<file path="src/design/i2cm_pkg.sv">
// i2cm_pkg: shared types and constants of the tick-paced I2C bit-level master.
// No dependencies; imported by the top, front and engine modules (not the queue).
`timescale 1ns / 1ps

package i2cm_pkg;

	// Command codes carried by the opcode field
	typedef enum logic [2:0] {
		OP_START    = 3'd0,
		OP_STOP     = 3'd1,
		OP_WRITE    = 3'd2,
		OP_READ     = 3'd3,
		OP_WAIT_ACK = 3'd4
	} op_t;

	// Acknowledge choice after a read
	localparam logic [1:0] ACK_SEND_NACK = 2'd0;
	localparam logic [1:0] ACK_SEND_ACK  = 2'd1;

	// Configuration register indexes
	localparam logic CFG_TICKS_PER_US = 1'b0;
	localparam logic CFG_ACK_TIMEOUT  = 1'b1;

	localparam logic [7:0] TICKS_PER_US_RST = 8'd50;
	localparam logic [7:0] ACK_TIMEOUT_RST  = 8'd250;

	// Delay counter: up to 4 us at 255 ticks per us
	localparam int DLY_W = 10;

	// Delay lengths as shift amounts of ticks_per_microsecond
	localparam logic [1:0] US_1 = 2'd0;
	localparam logic [1:0] US_2 = 2'd1;
	localparam logic [1:0] US_4 = 2'd2;

	// One classified tick travelling from front to back
	typedef struct packed {
		logic       go;
		op_t        op;
		logic [7:0] data;
		logic [1:0] mode;
		logic       sda;
	} tick_t;

	// Configuration seen by the bit engine
	typedef struct packed {
		logic [7:0] ticks_per_us;
		logic [7:0] ack_timeout;
	} cfg_t;

	// Pin and status snapshot after one tick
	typedef struct packed {
		logic       scl;
		logic       sda;
		logic       drive;
		logic       busy;
		logic       done;
		logic [7:0] rdata;
		logic       nack;
	} res_t;

	// Delay length in ticks; a zero product lasts one tick
	function automatic logic [DLY_W-1:0] wait_len(logic [7:0] tpu, logic [1:0] sh);
		logic [DLY_W-1:0] len;
		len = {{(DLY_W-8){1'b0}}, tpu} << sh;
		if (len == '0) begin
			len = {{(DLY_W-1){1'b0}}, 1'b1};
		end
		return len;
	endfunction

endpackage

</file>
<file path="src/design/i2c_bit_level_master.sv">
// Tick-paced I2C bit-level master: one result transaction per input tick transaction.
// An accepted tick is queued, stepped, and registered as a result (empty low).
// Throughput: one tick per cycle while each result is popped; a held result stalls.
// Reset (arst_n low, asynchronous): queue and result slot empty, bus idle with SCL and SDA high
// and driven, registers back to 50 ticks per us and an ACK timeout of 250.
`timescale 1ns / 1ps

module i2c_bit_level_master
	import i2cm_pkg::*;
#(
	parameter int QUEUE_DEPTH = 4
) (
	input  logic       clk,
	input  logic       arst_n,
	input  logic       push,
	output logic       full,
	input  logic       cmd_valid,
	input  logic [2:0] opcode,
	input  logic [7:0] data_byte,
	input  logic [1:0] ack_mode,
	input  logic       sda_in,
	output logic       empty,
	input  logic       pop,
	output logic       scl_level,
	output logic       sda_level,
	output logic       sda_drive,
	output logic       busy_res,
	output logic       done_res,
	output logic [7:0] read_data,
	output logic       nack_error,
	input  logic       cfg_we,
	input  logic       cfg_addr,
	input  logic [7:0] cfg_wdata
);

	cfg_t  cfg_q;
	logic  q_wr, q_rd, q_not_empty;
	tick_t q_wdata, q_rdata;
	logic  res_valid;
	res_t  res;

	// Write configuration registers
	always_ff @(posedge clk or negedge arst_n) begin
		if (!arst_n) begin
			cfg_q.ticks_per_us <= TICKS_PER_US_RST;
			cfg_q.ack_timeout  <= ACK_TIMEOUT_RST;
		end else if (cfg_we) begin
			case (cfg_addr)
				CFG_TICKS_PER_US: cfg_q.ticks_per_us <= cfg_wdata;
				CFG_ACK_TIMEOUT:  cfg_q.ack_timeout  <= cfg_wdata;
				default: ;
			endcase
		end
	end

	i2cm_front u_front (
		.push      (push),
		.q_full    (full),
		.cmd_valid (cmd_valid),
		.opcode    (opcode),
		.data_byte (data_byte),
		.ack_mode  (ack_mode),
		.sda_in    (sda_in),
		.q_wr      (q_wr),
		.q_wdata   (q_wdata)
	);

	i2cm_fifo #(
		.WIDTH ($bits(tick_t)),
		.DEPTH (QUEUE_DEPTH)
	) u_queue (
		.clk       (clk),
		.arst_n    (arst_n),
		.wr        (q_wr),
		.wdata     (q_wdata),
		.rd        (q_rd),
		.rdata     (q_rdata),
		.full      (full),
		.not_empty (q_not_empty)
	);

	i2cm_engine u_engine (
		.clk        (clk),
		.arst_n     (arst_n),
		.cfg        (cfg_q),
		.tick_valid (q_not_empty),
		.tick       (q_rdata),
		.take       (q_rd),
		.pop        (pop),
		.res_valid  (res_valid),
		.res        (res)
	);

	// Drive result ports from the engine snapshot
	assign empty      = !res_valid;
	assign scl_level  = res.scl;
	assign sda_level  = res.sda;
	assign sda_drive  = res.drive;
	assign busy_res   = res.busy;
	assign done_res   = res.done;
	assign read_data  = res.rdata;
	assign nack_error = res.nack;

`ifndef SYNTHESIS
	// A completion pulse always leaves the engine idle
	a_done_idle: assert property (@(posedge clk) disable iff (!arst_n)
		(!empty && done_res) |-> !busy_res)
		else $error("done pulse while still busy");

	// A stepped tick always presents a result next cycle
	a_take_result: assert property (@(posedge clk) disable iff (!arst_n)
		q_rd |=> !empty)
		else $error("engine step produced no result");

	// The engine never steps from an empty queue
	a_no_underrun: assert property (@(posedge clk) disable iff (!arst_n)
		q_rd |-> q_not_empty)
		else $error("queue read while empty");

	// A result held back by the consumer keeps its pins
	a_hold_result: assert property (@(posedge clk) disable iff (!arst_n)
		(!empty && !pop) |=> ($stable(scl_level) && $stable(sda_drive) && !empty))
		else $error("result changed while stalled");
`endif

endmodule

</file>
<file path="src/design/i2cm_front.sv">
// i2cm_front: accepts ticks from the input queue port and classifies the command.
// Depends on i2cm_pkg.
`timescale 1ns / 1ps

module i2cm_front
	import i2cm_pkg::*;
(
	input  logic       push,
	input  logic       q_full,
	input  logic       cmd_valid,
	input  logic [2:0] opcode,
	input  logic [7:0] data_byte,
	input  logic [1:0] ack_mode,
	input  logic       sda_in,
	output logic       q_wr,
	output tick_t      q_wdata
);

	logic known_op;

	// Flag opcodes the engine acts on; others count as no command
	always_comb begin
		unique case (opcode)
			OP_START, OP_STOP, OP_WRITE, OP_READ, OP_WAIT_ACK: known_op = 1'b1;
			default: known_op = 1'b0;
		endcase
	end

	// Build the tick and write it into the queue on acceptance
	always_comb begin
		q_wr          = push && !q_full;
		q_wdata.go    = cmd_valid && known_op;
		q_wdata.op    = op_t'(opcode);
		q_wdata.data  = data_byte;
		q_wdata.mode  = ack_mode;
		q_wdata.sda   = sda_in;
	end

endmodule

</file>
<file path="src/design/i2cm_fifo.sv">
// i2cm_fifo: small register queue between front and bit engine.
// No package dependencies.
`timescale 1ns / 1ps

module i2cm_fifo #(
	parameter int WIDTH = 16,
	parameter int DEPTH = 4
) (
	input  logic             clk,
	input  logic             arst_n,
	input  logic             wr,
	input  logic [WIDTH-1:0] wdata,
	input  logic             rd,
	output logic [WIDTH-1:0] rdata,
	output logic             full,
	output logic             not_empty
);

	localparam int PTR_W = (DEPTH > 1) ? $clog2(DEPTH) : 1;
	localparam int CNT_W = $clog2(DEPTH + 1);

	logic [WIDTH-1:0] mem_q [DEPTH];
	logic [PTR_W-1:0] wr_ptr_q, rd_ptr_q;
	logic [CNT_W-1:0] count_q;

	function automatic logic [PTR_W-1:0] bump(logic [PTR_W-1:0] p);
		return (p == PTR_W'(DEPTH - 1)) ? '0 : p + 1'b1;
	endfunction

	assign full      = (count_q == CNT_W'(DEPTH));
	assign not_empty = (count_q != '0);
	assign rdata     = mem_q[rd_ptr_q];

	// Store entries
	always_ff @(posedge clk) begin
		if (wr) begin
			mem_q[wr_ptr_q] <= wdata;
		end
	end

	// Advance pointers and occupancy
	always_ff @(posedge clk or negedge arst_n) begin
		if (!arst_n) begin
			wr_ptr_q <= '0;
			rd_ptr_q <= '0;
			count_q  <= '0;
		end else begin
			if (wr) begin
				wr_ptr_q <= bump(wr_ptr_q);
			end
			if (rd) begin
				rd_ptr_q <= bump(rd_ptr_q);
			end
			if (wr && !rd) begin
				count_q <= count_q + 1'b1;
			end else if (rd && !wr) begin
				count_q <= count_q - 1'b1;
			end
		end
	end

endmodule

</file>
<file path="src/design/i2cm_engine.sv">
// i2cm_engine: bit engine; steps the I2C sequencer one tick per cycle unless a
// result is held, and holds the pin and status snapshot. Depends on i2cm_pkg.
`timescale 1ns / 1ps

module i2cm_engine
	import i2cm_pkg::*;
(
	input  logic  clk,
	input  logic  arst_n,
	input  cfg_t  cfg,
	input  logic  tick_valid,
	input  tick_t tick,
	output logic  take,
	input  logic  pop,
	output logic  res_valid,
	output res_t  res
);

	typedef enum logic [3:0] {
		PH_IDLE, PH_START1, PH_START2, PH_STOP1, PH_STOP2,
		PH_WA1, PH_WA2, PH_WAPOLL, PH_WRSET, PH_WRHIGH, PH_WRLOW,
		PH_RDLOW, PH_RDHIGH, PH_AKSET, PH_AKHIGH
	} phase_t;

	phase_t           phase_q, phase_d;
	logic [3:0]       bit_q, bit_d;
	logic [7:0]       shift_q, shift_d;
	logic [DLY_W-1:0] dly_q, dly_d;
	logic [7:0]       tcnt_q, tcnt_d;
	logic             scl_q, scl_d, sda_q, sda_d, drv_q, drv_d;
	logic [1:0]       ack_q, ack_d;
	logic             err_q, err_d;
	logic [7:0]       rdata_q, rdata_d;
	logic             done_q, done_d;
	logic             vld_q;

	// Step only when the result slot is free or being read
	assign take      = tick_valid && (!vld_q || pop);
	assign res_valid = vld_q;

	always_comb begin
		res.scl   = scl_q;
		res.sda   = sda_q;
		res.drive = drv_q;
		res.busy  = (phase_q != PH_IDLE);
		res.done  = done_q;
		res.rdata = rdata_q;
		res.nack  = err_q;
	end

	// Next state of the sequencer for one tick
	always_comb begin
		phase_d = phase_q;
		bit_d   = bit_q;
		shift_d = shift_q;
		dly_d   = dly_q;
		tcnt_d  = tcnt_q;
		scl_d   = scl_q;
		sda_d   = sda_q;
		drv_d   = drv_q;
		ack_d   = ack_q;
		err_d   = err_q;
		rdata_d = rdata_q;
		done_d  = 1'b0;

		if (phase_q == PH_IDLE) begin
			if (tick.go) begin
				unique case (tick.op)
					OP_START: begin
						drv_d   = 1'b1;
						sda_d   = 1'b1;
						scl_d   = 1'b1;
						dly_d   = wait_len(cfg.ticks_per_us, US_4);
						phase_d = PH_START1;
					end
					OP_STOP: begin
						drv_d   = 1'b1;
						scl_d   = 1'b0;
						sda_d   = 1'b0;
						dly_d   = wait_len(cfg.ticks_per_us, US_4);
						phase_d = PH_STOP1;
					end
					OP_WRITE: begin
						drv_d   = 1'b1;
						scl_d   = 1'b0;
						sda_d   = tick.data[7];
						shift_d = {tick.data[6:0], 1'b0};
						bit_d   = 4'd1;
						dly_d   = wait_len(cfg.ticks_per_us, US_2);
						phase_d = PH_WRSET;
					end
					OP_READ: begin
						drv_d   = 1'b0;
						scl_d   = 1'b0;
						shift_d = '0;
						bit_d   = '0;
						ack_d   = tick.mode;
						dly_d   = wait_len(cfg.ticks_per_us, US_2);
						phase_d = PH_RDLOW;
					end
					OP_WAIT_ACK: begin
						drv_d   = 1'b0;
						sda_d   = 1'b1;
						tcnt_d  = '0;
						err_d   = 1'b0;
						dly_d   = wait_len(cfg.ticks_per_us, US_1);
						phase_d = PH_WA1;
					end
					default: phase_d = PH_IDLE;
				endcase
			end
		end else if ((phase_q == PH_WAPOLL) || (phase_q == PH_WA2 && dly_q <= DLY_W'(1))) begin
			// Poll for the slave's acknowledge
			if (!tick.sda) begin
				scl_d   = 1'b0;
				phase_d = PH_IDLE;
				done_d  = 1'b1;
			end else if (tcnt_q >= cfg.ack_timeout) begin
				err_d   = 1'b1;
				drv_d   = 1'b1;
				scl_d   = 1'b0;
				sda_d   = 1'b0;
				dly_d   = wait_len(cfg.ticks_per_us, US_4);
				phase_d = PH_STOP1;
			end else begin
				tcnt_d  = tcnt_q + 1'b1;
				phase_d = PH_WAPOLL;
			end
		end else if (dly_q > DLY_W'(1)) begin
			dly_d = dly_q - 1'b1;
		end else begin
			// Delay ran out: perform the next step
			unique case (phase_q)
				PH_START1: begin
					sda_d   = 1'b0;
					dly_d   = wait_len(cfg.ticks_per_us, US_4);
					phase_d = PH_START2;
				end
				PH_START2: begin
					scl_d   = 1'b0;
					phase_d = PH_IDLE;
					done_d  = 1'b1;
				end
				PH_STOP1: begin
					scl_d   = 1'b1;
					dly_d   = wait_len(cfg.ticks_per_us, US_4);
					phase_d = PH_STOP2;
				end
				PH_STOP2: begin
					sda_d   = 1'b1;
					phase_d = PH_IDLE;
					done_d  = 1'b1;
				end
				PH_WA1: begin
					scl_d   = 1'b1;
					dly_d   = wait_len(cfg.ticks_per_us, US_1);
					phase_d = PH_WA2;
				end
				PH_WRSET: begin
					scl_d   = 1'b1;
					dly_d   = wait_len(cfg.ticks_per_us, US_2);
					phase_d = PH_WRHIGH;
				end
				PH_WRHIGH: begin
					scl_d   = 1'b0;
					dly_d   = wait_len(cfg.ticks_per_us, US_2);
					phase_d = PH_WRLOW;
				end
				PH_WRLOW: begin
					if (bit_q >= 4'd8) begin
						phase_d = PH_IDLE;
						done_d  = 1'b1;
					end else begin
						sda_d   = shift_q[7];
						shift_d = {shift_q[6:0], 1'b0};
						bit_d   = bit_q + 1'b1;
						dly_d   = wait_len(cfg.ticks_per_us, US_2);
						phase_d = PH_WRSET;
					end
				end
				PH_RDLOW: begin
					scl_d   = 1'b1;
					shift_d = {shift_q[6:0], tick.sda};
					bit_d   = bit_q + 1'b1;
					dly_d   = wait_len(cfg.ticks_per_us, US_1);
					phase_d = PH_RDHIGH;
				end
				PH_RDHIGH: begin
					if (bit_q >= 4'd8) begin
						rdata_d = shift_q;
						if (ack_q == ACK_SEND_NACK || ack_q == ACK_SEND_ACK) begin
							scl_d   = 1'b0;
							drv_d   = 1'b1;
							sda_d   = (ack_q == ACK_SEND_NACK);
							dly_d   = wait_len(cfg.ticks_per_us, US_2);
							phase_d = PH_AKSET;
						end else begin
							phase_d = PH_IDLE;
							done_d  = 1'b1;
						end
					end else begin
						scl_d   = 1'b0;
						dly_d   = wait_len(cfg.ticks_per_us, US_2);
						phase_d = PH_RDLOW;
					end
				end
				PH_AKSET: begin
					scl_d   = 1'b1;
					dly_d   = wait_len(cfg.ticks_per_us, US_2);
					phase_d = PH_AKHIGH;
				end
				PH_AKHIGH: begin
					scl_d   = 1'b0;
					phase_d = PH_IDLE;
					done_d  = 1'b1;
				end
				default: phase_d = PH_IDLE;
			endcase
		end
	end

	// Hold sequencer state and the result snapshot
	always_ff @(posedge clk or negedge arst_n) begin
		if (!arst_n) begin
			phase_q <= PH_IDLE;
			bit_q   <= '0;
			shift_q <= '0;
			dly_q   <= '0;
			tcnt_q  <= '0;
			scl_q   <= 1'b1;
			sda_q   <= 1'b1;
			drv_q   <= 1'b1;
			ack_q   <= '0;
			err_q   <= 1'b0;
			rdata_q <= '0;
			done_q  <= 1'b0;
			vld_q   <= 1'b0;
		end else begin
			if (take) begin
				phase_q <= phase_d;
				bit_q   <= bit_d;
				shift_q <= shift_d;
				dly_q   <= dly_d;
				tcnt_q  <= tcnt_d;
				scl_q   <= scl_d;
				sda_q   <= sda_d;
				drv_q   <= drv_d;
				ack_q   <= ack_d;
				err_q   <= err_d;
				rdata_q <= rdata_d;
				done_q  <= done_d;
				vld_q   <= 1'b1;
			end else if (pop) begin
				vld_q   <= 1'b0;
			end
		end
	end

endmodule

</file>
<file path="config.mk">
export PLATFORM = sky130hd
export DESIGN_NAME = i2c_bit_level_master
export DESIGN_NICKNAME = d
export VERILOG_FILES = /design/src/design/i2cm_pkg.sv /design/src/design/i2c_bit_level_master.sv /design/src/design/i2cm_front.sv /design/src/design/i2cm_fifo.sv /design/src/design/i2cm_engine.sv
export SDC_FILE = /design/constraint.sdc
export NUM_CORES = 1
export LEC_CHECK = 0
export BUFFER_PORTS_ARGS = -buffer_cell sky130_fd_sc_hd__buf_4
export CORE_UTILIZATION = 55
export CTS_BUF_LIST = sky130_fd_sc_hd__clkbuf_2
export DETAILED_ROUTE_END_ITERATION = 10
export PLACE_DENSITY = 0.7
export REMOVE_ABC_BUFFERS = 1
export SLEW_MARGIN = 10
export SYNTH_ARGS = -nofsm -noshare
export SYNTH_HDL_FRONTEND = slang
export SYNTH_SLANG_ARGS = --single-unit
</file>
<file path="constraint.sdc">
create_clock -name clk -period 5.9 [get_ports clk]
set_clock_uncertainty 0.2 [all_clocks]
set_input_delay 1.18 -clock clk [delete_from_list [all_inputs] [get_ports clk]]
set_output_delay 1.18 -clock clk [all_outputs]
set_load 0.01 [all_outputs]
</file>
==> flow_summary.ini <==
[run_status]
status = finished clean

[placed_design]
gp_congestion = 0.8614
pre_cts_ws_ns = 2.113
port-buffer-count = 44
hpwl_mm = 11.29

[power]
power_density_mw_per_mm2 = 480.8
power_mw = 3.751
leakage_nw = 3.066
irDropWorstVdd_uv = 283.6

[logic_synthesis]
synth_commonest_cells = dfrtp_1, edfxtp_1, a21oi_1, nor2_1
synth_cells = 643
synth_cell_types = 76
synth_most_common_cell = dfrtp_1
netlist_top_cells_area = edfxtp_1, dfrtp_1, mux2_2
synth_area_mm2 = 0.007176
synthFlopType = dfrtp_1
synth-seq-cells = 133
yosys.area.top_type_share = 0.2511
synth_area_leader_cell = edfxtp_1
ys_warn_count = 0
syn_area_per_cell_um2 = 11.16
async_flop_share = 0.5489
seq_area_frac_synth = 0.5078
synth_edf_count = 60

[timing]
fmax_mhz = 266.6
setup_slack_ns = 2.149
setup-tns-final_ns = 0
hold_violations = 0
period_minus_slack_ns = 3.751
setup_viol = 0
slew_violations = 0
max-slew-margin-rel = 0.3278
rsz0062_at_grt = false
tightest_slew_ns = 1.008
fin_crit_sh = 0.6357

[global_route]
antenna_found_initial = 0
gr-total-overflow = 0
grt_start_max_net_pins = 74
grt_pass1_wl_mm = 26.41
grt_pass1_vias = 5143
grtUsageTotal = 0.2630

[clock_tree]
clkTransAtPathRegs_ns = 0.21
htree_num_levels = 4
cts_setup_buffers = 0
cts_inserted_buffers = 17
clk_path_buf_depth = 2
cts_tree = done
clock-sinks = 133
clk_latency_ns = 0.73
cts_hold_buf = 0
cts_resized = 0
cts_root_buf = clkbuf_2

[cells_and_area]
fillers = 1039
area_delta_synth_final_pct = 8.718
antenna_cells = 0
fin_nets = 717
drive_above_1_share = 0.2338

[critical_path]
cp.depth = 6
ff2ff_path_depth = 6
cpPeakStageDelay_ns = 1.03
worst_setup_path_end_kind = flip-flop
slowest_stage = dfrtp_1
cp-start-kind = flip-flop
critPathMaxFanout = 18
cp_cell_sequence = mux4_2 > nor3b_2 > nand2_1 > a2111oi_2 > nand4_1 > a21oi_1
cp_num_buf_inv = 0
crit_type = reg2reg
cp.arrival_ns = 4.22
path_delay_family = simple AND/OR/NAND/NOR gates
cp_data_required_time_ns = 6.37

[drt]
wirelength_mm = 16.64
via_per_inst = 6.313
avgRoutedWirePerCell_um = 19.53
vias = 5379
drt-initial-drc-count = 544
ant_nets = 0
drtPass1Iterations = 6
drc = 0

[floorplan]
rows = 41
ios = 45
start_util = 0.5663
fp.dieH_um = 116.2
die_area_mm2 = 0.01351
core_area_mm2 = 0.01267
die_width_um = 116.2

[flow_run]
cap_violations = 0

[worst_hold_path]
min_path_type = reg2reg
min_path_cells = 1
[power breakdown]
| part | leakage, nW | internal [mW] | switching (mW) |
|---|---|---|---|
| registers | 1.43 | 1.24 | 0.314 |
| logic | 1.52 | 0.713 | 0.973 |
| clock network | 0.121 | 0.154 | 0.360 |
[worst paths after layout]
check                      slack [ns]                  end                start
setup / recovery                 2.15   u_engine.tcnt_q[6]  u_queue.rd_ptr_q[0]
hold reg to reg                  0.31   u_queue.count_q[2]   u_queue.count_q[2]
min in group asynchronous        0.37   u_engine.tcnt_q[3]               arst_n
hold / removal                   0.31   u_queue.count_q[2]   u_queue.count_q[2]
max in group asynchronous        4.51  u_queue.rd_ptr_q[0]               arst_n
setup reg to reg                 2.15   u_engine.tcnt_q[6]  u_queue.rd_ptr_q[0]
[kinds of logic after synthesis]
| family | count (synthesis) | synth area share |
|---|---|---|
| AOI/OAI and AO/OA | 187 | 0.1768 |
| xor gates and xnor gates | 10 | 0.01221 |
| and+or+nand+nor | 173 | 0.1294 |
| DFF | 133 | 0.5078 |
| buffers and inverters | 72 | 0.03941 |
| muxes | 48 | 0.09852 |
| adders and majority gates | 20 | 0.03592 |
[metal layers]
layer | vias up | GRT usage | part of all wire
met5 | - | 0 | 0
met4 | 0 | 0.09573 | 0.020
met3 | 35 | 0.06539 | 0.063
met2 | 214 | 0.4300 | 0.49
met1 | 2643 | 0.3404 | 0.43
li1 | 2487 | - | -
[layout by cell type (no fill, tap or decap), types with 4 or more instances in the layout]
cell	n
nor2_1	46
mux2_2	30
a22oi_1	16
nand2b_1	8
nor4_1	4
clkbuf_2	17
xnor2_1	4
edfxtp_1	60
a221o_1	9
o21ai_0	36
o211ai_1	6
o22ai_1	12
nor3_1	10
o31ai_1	7
and2_1	6
inv_1	28
a21oi_1	46
a21o_1	5
a221oi_1	4
and3_1	8
dfrtp_1	61
dfstp_2	12
nand2_1	36
a31o_2	4
nand3_1	13
buf_4	50
a31oi_1	5
nand4_1	7
clkinvlp_4	4
mux4_2	15
xor2_1	6
nor2b_1	9
ha_1	19
inv_6	4
[state kept, by name, indices dropped and copies added (netlist names), 2 cells and up]
register	count
u_engine.rdata_q	8
cfg_q	16
u_engine.dly_q	10
u_queue.rd_ptr_q	2
u_queue.mem_q	60
u_engine.tcnt_q	8
u_queue.wr_ptr_q	2
u_engine.phase_q	4
u_queue.count_q	3
u_engine.bit_q	4
u_engine.ack_q	2
u_engine.shift_q	8
[area by class of cell]
type / instances / area (um2) / share of cell area
tap: 172 / 215.2 / 0.02759
clock inverter: 14 / 127.6 / 0.01636
inverter: 28 / 105.1 / 0.01347
multi-input combinational: 438 / 3249 / 0.4165
clock buffer: 17 / 85.08 / 0.01091
sequential: 133 / 3643 / 0.4670
timing repair buffer: 50 / 375.4 / 0.04812
[per-stage QoR]
step | util | instances | hold slack (ns) | area (um2)
floorplan | - | 599 | 0.2565 | 6998
global placement | 0.5989 | 821 | 0.2783 | 7589
detailed placement | 0.5989 | 821 | 0.2767 | 7589
CTS | 0.6157 | 852 | 0.3061 | 7801
global route | 0.6157 | 852 | 0.3405 | 7801
finish | 0.6157 | 852 | 0.3069 | 7801
Power figures use the tool's default switching activity.
